$ cat src/hw/rtl/rar_pkg.sv
package rar_pkg;

  localparam int OperandWidthDef = 16;
  localparam int ResNumW = 33;
  localparam int ResDenW = 32;

  typedef enum logic [1:0] {
    OP_ADD = 2'd0,
    OP_SUB = 2'd1,
    OP_MUL = 2'd2,
    OP_DIV = 2'd3
  } op_t;

  typedef enum logic [3:0] {
    ST_IDLE,
    ST_MUL0,
    ST_MUL1,
    ST_MUL2,
    ST_PREP,
    ST_GCD,
    ST_DIVN,
    ST_DIVD,
    ST_OUT
  } state_t;

endpackage

$ cat src/hw/rtl/rar_divider.sv
// restoring unsigned divider, one quotient bit a cycle
module rar_divider #(
  parameter int W = 64
) (
  input  logic         clk,
  input  logic         rst,
  input  logic         start,
  input  logic [W-1:0] dividend,
  input  logic [W-1:0] divisor,
  output logic         done,
  output logic [W-1:0] quotient
);
  localparam int CW = $clog2(W + 1);

  logic [W-1:0]  rem;
  logic [W-1:0]  quo;
  logic [W-1:0]  dvs;
  logic [CW-1:0] cnt;
  logic          busy;
  logic [W:0]    trial;

  assign trial    = {rem, quo[W-1]} - {1'b0, dvs};
  assign quotient = quo;

  always_ff @(posedge clk) begin
    if (rst) begin
      busy <= 1'b0;
      done <= 1'b0;
    end else begin
      done <= 1'b0;
      if (start) begin
        busy <= 1'b1;
        cnt  <= CW'(W);
        rem  <= '0;
        quo  <= dividend;
        dvs  <= divisor;
      end else if (busy) begin
        if (!trial[W]) begin
          rem <= trial[W-1:0];
          quo <= {quo[W-2:0], 1'b1};
        end else begin
          rem <= {rem[W-2:0], quo[W-1]};
          quo <= {quo[W-2:0], 1'b0};
        end
        cnt <= cnt - CW'(1);
        if (cnt == CW'(1)) begin
          busy <= 1'b0;
          done <= 1'b1;
        end
      end
    end
  end
endmodule

$ cat src/hw/rtl/rational_arith_reduce.sv
// Fraction arithmetic with reduction to lowest terms.
// Input beat on s_axis: op and four signed operands. Output beat on m_axis:
// reduced numerator and denominator, denominator non-negative unless the raw
// denominator is zero (then num/0 raw).
// One item at a time: s_axis_tready is high only while idle. An item passes
// through three multiply states (MUL0..MUL2) on one shared W by W multiplier
// and a prep state, a binary gcd, then two passes of a shared 64-bit
// bit-serial divider (numerator, then denominator). When the raw
// denominator is zero, prep goes straight to the output state.
// The result is held in an output register until m_axis_tready is high;
// nothing new is accepted meanwhile. The next input beat can be taken in the
// cycle after the result beat. Synchronous reset returns to idle with
// no result pending.
module rational_arith_reduce #(
  parameter int OPERAND_WIDTH = rar_pkg::OperandWidthDef
) (
  input  logic        clk,
  input  logic        rst,
  input  logic        s_axis_tvalid,
  output logic        s_axis_tready,
  // a_num, a_den, b_num, b_den from bit 0 up (4*OPERAND_WIDTH bits)
  input  logic [4*OPERAND_WIDTH-1:0] s_axis_tdata,
  // req_type
  input  logic [1:0]  s_axis_tuser,
  output logic        m_axis_tvalid,
  input  logic        m_axis_tready,
  // res_num [32:0], res_den [64:33], zero fill above
  output logic [71:0] m_axis_tdata
);
  import rar_pkg::*;

  localparam int OW = OPERAND_WIDTH;
  localparam int PW = 2 * OW + 2;   // raw values in signed
  localparam int DW = 64;

  state_t state, state_next;

  logic signed [OW-1:0] an, ad, bn, bd;
  op_t                  op;
  logic signed [PW-1:0] num, den, p0;
  logic [PW-1:0]        ga, gb;
  logic [6:0]           shft;
  logic [PW-1:0]        gval;
  logic signed [PW-1:0] rn, rd;

  logic signed [OW-1:0]   mx, my;
  logic signed [2*OW-1:0] prod;

  logic          dstart, ddone;
  logic [DW-1:0] ddvd, ddvs, dquo;

  logic [PW-1:0] mnum, mden;
  assign mnum = num[PW-1] ? -num : num;
  assign mden = den[PW-1] ? -den : den;

  assign prod = mx * my;

  always_comb begin
    mx = an;
    my = bd;
    case (state)
      ST_MUL0: begin mx = (op == OP_MUL) ? an : an; my = (op == OP_MUL) ? bn : bd; end
      ST_MUL1: begin mx = ad; my = (op == OP_DIV) ? bn : bd; end
      ST_MUL2: begin mx = ad; my = bn; end
      default: begin mx = an; my = bd; end
    endcase
  end

  rar_divider #(.W(DW)) u_div (
    .clk(clk), .rst(rst), .start(dstart),
    .dividend(ddvd), .divisor(ddvs),
    .done(ddone), .quotient(dquo)
  );

  assign dstart = ((state == ST_GCD) && (gb == '0)) || ((state == ST_DIVN) && ddone);
  assign ddvs   = DW'(gval);
  assign ddvd   = (state == ST_GCD) ? DW'(mnum) : DW'(mden);

  always_comb begin
    state_next = state;
    unique case (state)
      ST_IDLE: if (s_axis_tvalid) state_next = ST_MUL0;
      ST_MUL0: state_next = ST_MUL1;
      ST_MUL1: state_next = ST_MUL2;
      ST_MUL2: state_next = ST_PREP;
      ST_PREP: state_next = (den == '0) ? ST_OUT : ST_GCD;
      ST_GCD:  if (gb == '0) state_next = ST_DIVN;
      ST_DIVN: if (ddone) state_next = ST_DIVD;
      ST_DIVD: if (ddone) state_next = ST_OUT;
      ST_OUT:  if (m_axis_tready) state_next = ST_IDLE;
      default: state_next = ST_IDLE;
    endcase
  end

  always_comb begin
    s_axis_tready = (state == ST_IDLE);
    m_axis_tvalid = (state == ST_OUT);
  end

  assign gval = ga << shft;

  always_ff @(posedge clk) begin
    if (rst) state <= ST_IDLE;
    else     state <= state_next;

    unique case (state)
      ST_IDLE: if (s_axis_tvalid) begin
        an <= s_axis_tdata[OW-1:0];
        ad <= s_axis_tdata[2*OW-1:OW];
        bn <= s_axis_tdata[3*OW-1:2*OW];
        bd <= s_axis_tdata[4*OW-1:3*OW];
        op <= op_t'(s_axis_tuser);
      end
      ST_MUL0: p0 <= PW'(prod);
      ST_MUL1: begin
        den <= PW'(prod);
        if (op == OP_MUL || op == OP_DIV) num <= p0;
      end
      ST_MUL2: if (op == OP_ADD) num <= p0 + PW'(prod);
               else if (op == OP_SUB) num <= p0 - PW'(prod);
      ST_PREP: begin
        rn   <= num;
        rd   <= '0;
        shft <= '0;
        if (num == '0) begin
          // factor is den if positive, else 1: run gcd on (g, 0)
          ga <= den[PW-1] ? PW'(1) : den;
          gb <= '0;
        end else begin
          ga <= mnum;
          gb <= mden;
        end
      end
      ST_GCD: if (gb != '0) begin
        // binary gcd, one step a cycle
        if (!ga[0] && !gb[0]) begin
          ga <= ga >> 1; gb <= gb >> 1; shft <= shft + 7'd1;
        end else if (!ga[0]) ga <= ga >> 1;
        else if (!gb[0]) gb <= gb >> 1;
        else if (ga > gb) ga <= ga - gb;
        else gb <= gb - ga;
      end
      ST_DIVN: if (ddone) rn <= num[PW-1] ? -PW'(dquo) : PW'(dquo);
      ST_DIVD: if (ddone) begin
        // magnitude quotient; sign goes to the numerator
        rd <= PW'(dquo);
        if (den[PW-1]) rn <= -rn;
      end
      default: ;
    endcase
  end

  assign m_axis_tdata = {7'd0, 32'(rd), 33'(rn)};

  a_one_hot_hs: assert property (@(posedge clk) disable iff (rst)
    !(s_axis_tready && m_axis_tvalid)) else $error("ready while result pending");
  a_den_nonneg: assert property (@(posedge clk) disable iff (rst)
    m_axis_tvalid && (den != '0) |-> !rd[PW-1]) else $error("negative denominator");
  a_gcd_nonzero: assert property (@(posedge clk) disable iff (rst)
    (state == ST_DIVN) |-> (gval != '0)) else $error("zero common factor");
endmodule
$ cat config.mk
export PLATFORM = sky130hd
export DESIGN_NAME = rational_arith_reduce
export DESIGN_NICKNAME = d
export VERILOG_FILES = /design/src/hw/rtl/rar_pkg.sv /design/src/hw/rtl/rar_divider.sv /design/src/hw/rtl/rational_arith_reduce.sv
export SDC_FILE = /design/constraint.sdc
export NUM_CORES = 2
export LEC_CHECK = 0
export BUFFER_PORTS_ARGS = -buffer_cell sky130_fd_sc_hd__buf_4
export CAP_MARGIN = 25
export CORE_UTILIZATION = 50
export CTS_BUF_LIST = sky130_fd_sc_hd__clkbuf_16
export DETAILED_ROUTE_END_ITERATION = 10
export PLACE_DENSITY = 0.66
export SETUP_SLACK_MARGIN = 0.1
export SYNTH_ARGS = -nofsm -noshare
export SYNTH_HDL_FRONTEND = slang
export SYNTH_SLANG_ARGS = --single-unit
$ cat constraint.sdc
create_clock -name clk -period 12 [get_ports clk]
set_input_delay 1.2 -clock clk [delete_from_list [all_inputs] [get_ports clk]]
set_output_delay 1.2 -clock clk [all_outputs]
set_load 0.005 [all_outputs]
==> impl_metrics.toml <==
[setup_path]
slowest_delay_ps = 540
critPathKind = "reg -> reg"
cpMostUsedCell = "fa_1"
cp_data_arrival_time_ps = 11690
slowest_stage = "fa_1"
cp-end-kind = "register"
crit_fanout = 23
worst_setup_path_start_kind = "register"
worstPathRequired_ps = 12370

[floorplan]
rows = 105
io_pins = 144
fp.dieW_um = 292
start_util = 0.509
die_h_um = 292
placeableCoreArea_mm2 = 0.0826
dieArea_mm2 = 0.0853

[sta]
worstMarginPinSlew_ps = 1000
drv_slew = 0
rsz0062_at_grt = "false"
finalHoldViolCount = 0
clock.fmax_ghz = 0.0884
tns_ps = 0
fin_crit_sh = 0.943
clock_skew_ps = 76.7
setup_viol = 0
period_needed_ps = 11320
max_slew_margin = 0.332

[layout]
antennaDiodeCount = 0
seq_area_mm2 = 0.0143
multi_input_area_mm2 = 0.0253
fillers = 7527
syn_to_final_growth_pct = 10.4
drive_above_1_share = 0.0891
layout.nets = 5174
instances_no_fill = 5728

[cts]
cts_tree = "done"
clock_sinks = 478
cts.path.max_buffers = 3
cts_root_buf = "clkbuf_16"
cts.clk_slew.worst_paths_ps = 60
cts_hold_buffers = 0
clk_latency_ps = 680
cts_buffers = 57
htree_levels = 2

[route]
vias = 34600
vias_per_cell = 6.03
wirelength_um = 127000
final_antenna_net_count = 0
dr.pass1.iters = 6
post-route-drc-count = 0
first_iter_violations = 3307
drt-wirelength-per-cell_um = 22.2

[global_route]
grt_overflow = 0
grtUsageTotal = 0.299
grt_max_degree = 84
first_global_vias = 34000
grt_pass1_wl_um = 198000
antenna_found_initial = 0

[logic_synthesis]
synth_edf_count = 472
synth_warnings = 0
async_flop_share = 0
synthFlopType = "edfxtp_1"
ys_seq_area_frac = 0.340
synth_top_area_share = 0.337
synth-seq-cells = 478
syn_inst = 4521
syn-cell-area_mm2 = 0.0421
synth.area.top_cells = "edfxtp_1 (34%), fa_1 (13%), ha_1 (6.8%)"
synth_top_area_cell = "edfxtp_1"
yosysUniqueCellTypes = 92
avgSynthCellArea_um2 = 9.30

[placed_design]
dp_cells = 5619
port_buffers = 136
place_hpwl_um = 98600
gp_congestion = 1.03

[run_status]
status = "completed"

[hold_path]
hp-class = "reg -> reg"

[job]
maxCapViolations = 0
[sequential cells by signal, summed over array words and instances, names as in the netlist, 16 cells and up]
signal	flops
ad	16
an	16
bd	16
bn	16
den	32
ga	34
gb	34
num	33
p0	32
rd	32
rn	33
u_div.dvs	34
u_div.quotient	64
u_div.rem	64
[final cells by class]
cell class              count  area share
multi-input cells        3356       0.545
flip-flops and latches    478       0.308
inverters                 486      0.0393
repair buffers            231      0.0380
clock buffers              57      0.0307
well taps                1070      0.0288
clock inverters            50      0.0109
[critical path, delay by kind of cell, from the launching register on]
| kind | cells | cell delay, ps |
|---|---|---|
| compound gates | 16 | 3570 |
| simple gates | 7 | 1680 |
| buf+inv | 7 | 810 |
| mux | 2 | 620 |
| xor+xnor | 1 | 150 |
| fa+ha+maj | 8 | 3720 |
| flops | 1 | 500 |
[synthesized netlist by cell type, drive strengths merged (15+ instances only)]
| cell type | number |
|---|---|
| nand2 | 502 |
| o22ai | 28 |
| xnor2 | 160 |
| xor2 | 150 |
| o211ai | 20 |
| o21ai | 238 |
| edfxtp | 472 |
| nand4 | 27 |
| nor4 | 43 |
| a21oi | 307 |
| mux2i | 59 |
| o221ai | 15 |
| and2 | 20 |
| a211oi | 31 |
| a221oi | 32 |
| a22oi | 21 |
| o21a | 28 |
| a21o | 76 |
| nand2b | 46 |
| or4 | 31 |
| o21bai | 28 |
| fa | 266 |
| a31oi | 24 |
| or3 | 46 |
| nand3 | 71 |
| buf | 36 |
| nor2 | 415 |
| inv | 485 |
| ha | 228 |
| nor2b | 27 |
| clkbuf | 170 |
| mux2 | 19 |
| or2 | 16 |
| o31ai | 41 |
| mux4 | 15 |
| nor3 | 92 |
| o41ai | 16 |
| and3 | 84 |
[placed cells by master, fill, tap and decap left out, types with 26 or more instances in the layout]
cell / instances
o22ai_1: 28
nand2_1: 500
a221oi_1: 32
nand2b_1: 44
o21bai_1: 28
nor2_1: 406
o21ai_0: 236
nand3_1: 71
or3_1: 44
inv_1: 497
a211oi_1: 29
buf_4: 228
clkbuf_16: 57
and3_1: 83
mux2i_1: 55
edfxtp_1: 472
ha_1: 227
nor2b_1: 26
o31ai_1: 41
nand4_1: 26
a21o_1: 76
nor4_1: 42
xnor2_1: 159
xor2_1: 150
or4_1: 30
fa_1: 266
o21a_1: 28
nor3_1: 89
a21oi_1: 304
[stage by stage]
stage,hold WS (ps),utilization,setup WS (ps),area (µm²)
2_1_floorplan,441,-,978,42100
3_3_place_gp,524,0.537,606,44400
3_5_place_dp,529,0.538,85.2,44400
4_1_cts,543,0.561,110,46400
5_1_grt,565,0.562,105,46400
6_report,537,0.562,682,46400
[path summary, 6_finish.rpt]
path | startpoint | to | slack [ps] | depth (start not counted)
setup / recovery | state[1] | num[32] | 680 | 41
hold / removal | u_div.busy | u_div.done | 540 | 2
setup reg to reg | state[1] | num[32] | 680 | 41
hold reg to reg | u_div.busy | u_div.done | 540 | 2
[per-layer routing]
layer	routed length [µm]	vias to the layer above	global-route usage
met5	0	-	0
met4	5230	0	0.115
met3	9720	280	0.0426
met2	60600	1464	0.498
met1	51900	16800	0.394
li1	-	16000	-
[kinds of logic (layout without fill, tap and decap cells)]
family | Yosys count | after routing | share of synthesized area
AO/OA/AOI/OAI | 996 | 996 | 0.149
XOR/XNOR | 310 | 310 | 0.0646
adder cells (fa/ha/maj) | 494 | 494 | 0.194
buffers and inverters | 693 | 824 | 0.0630
flip-flops | 478 | 478 | 0.340
multiplexers | 93 | 93 | 0.0275
other | 1 | 7 | 0.0000892
AND/OR/NAND/NOR | 1456 | 1456 | 0.162
[what timing repair did]
item	CTS	global route
setup endpoints to repair	0	2
buffers inserted	0	2
resized for setup	0	11
Power is not shown: default switching activity piles up to over one toggle a cycle in this logic, so the estimate is an artifact.
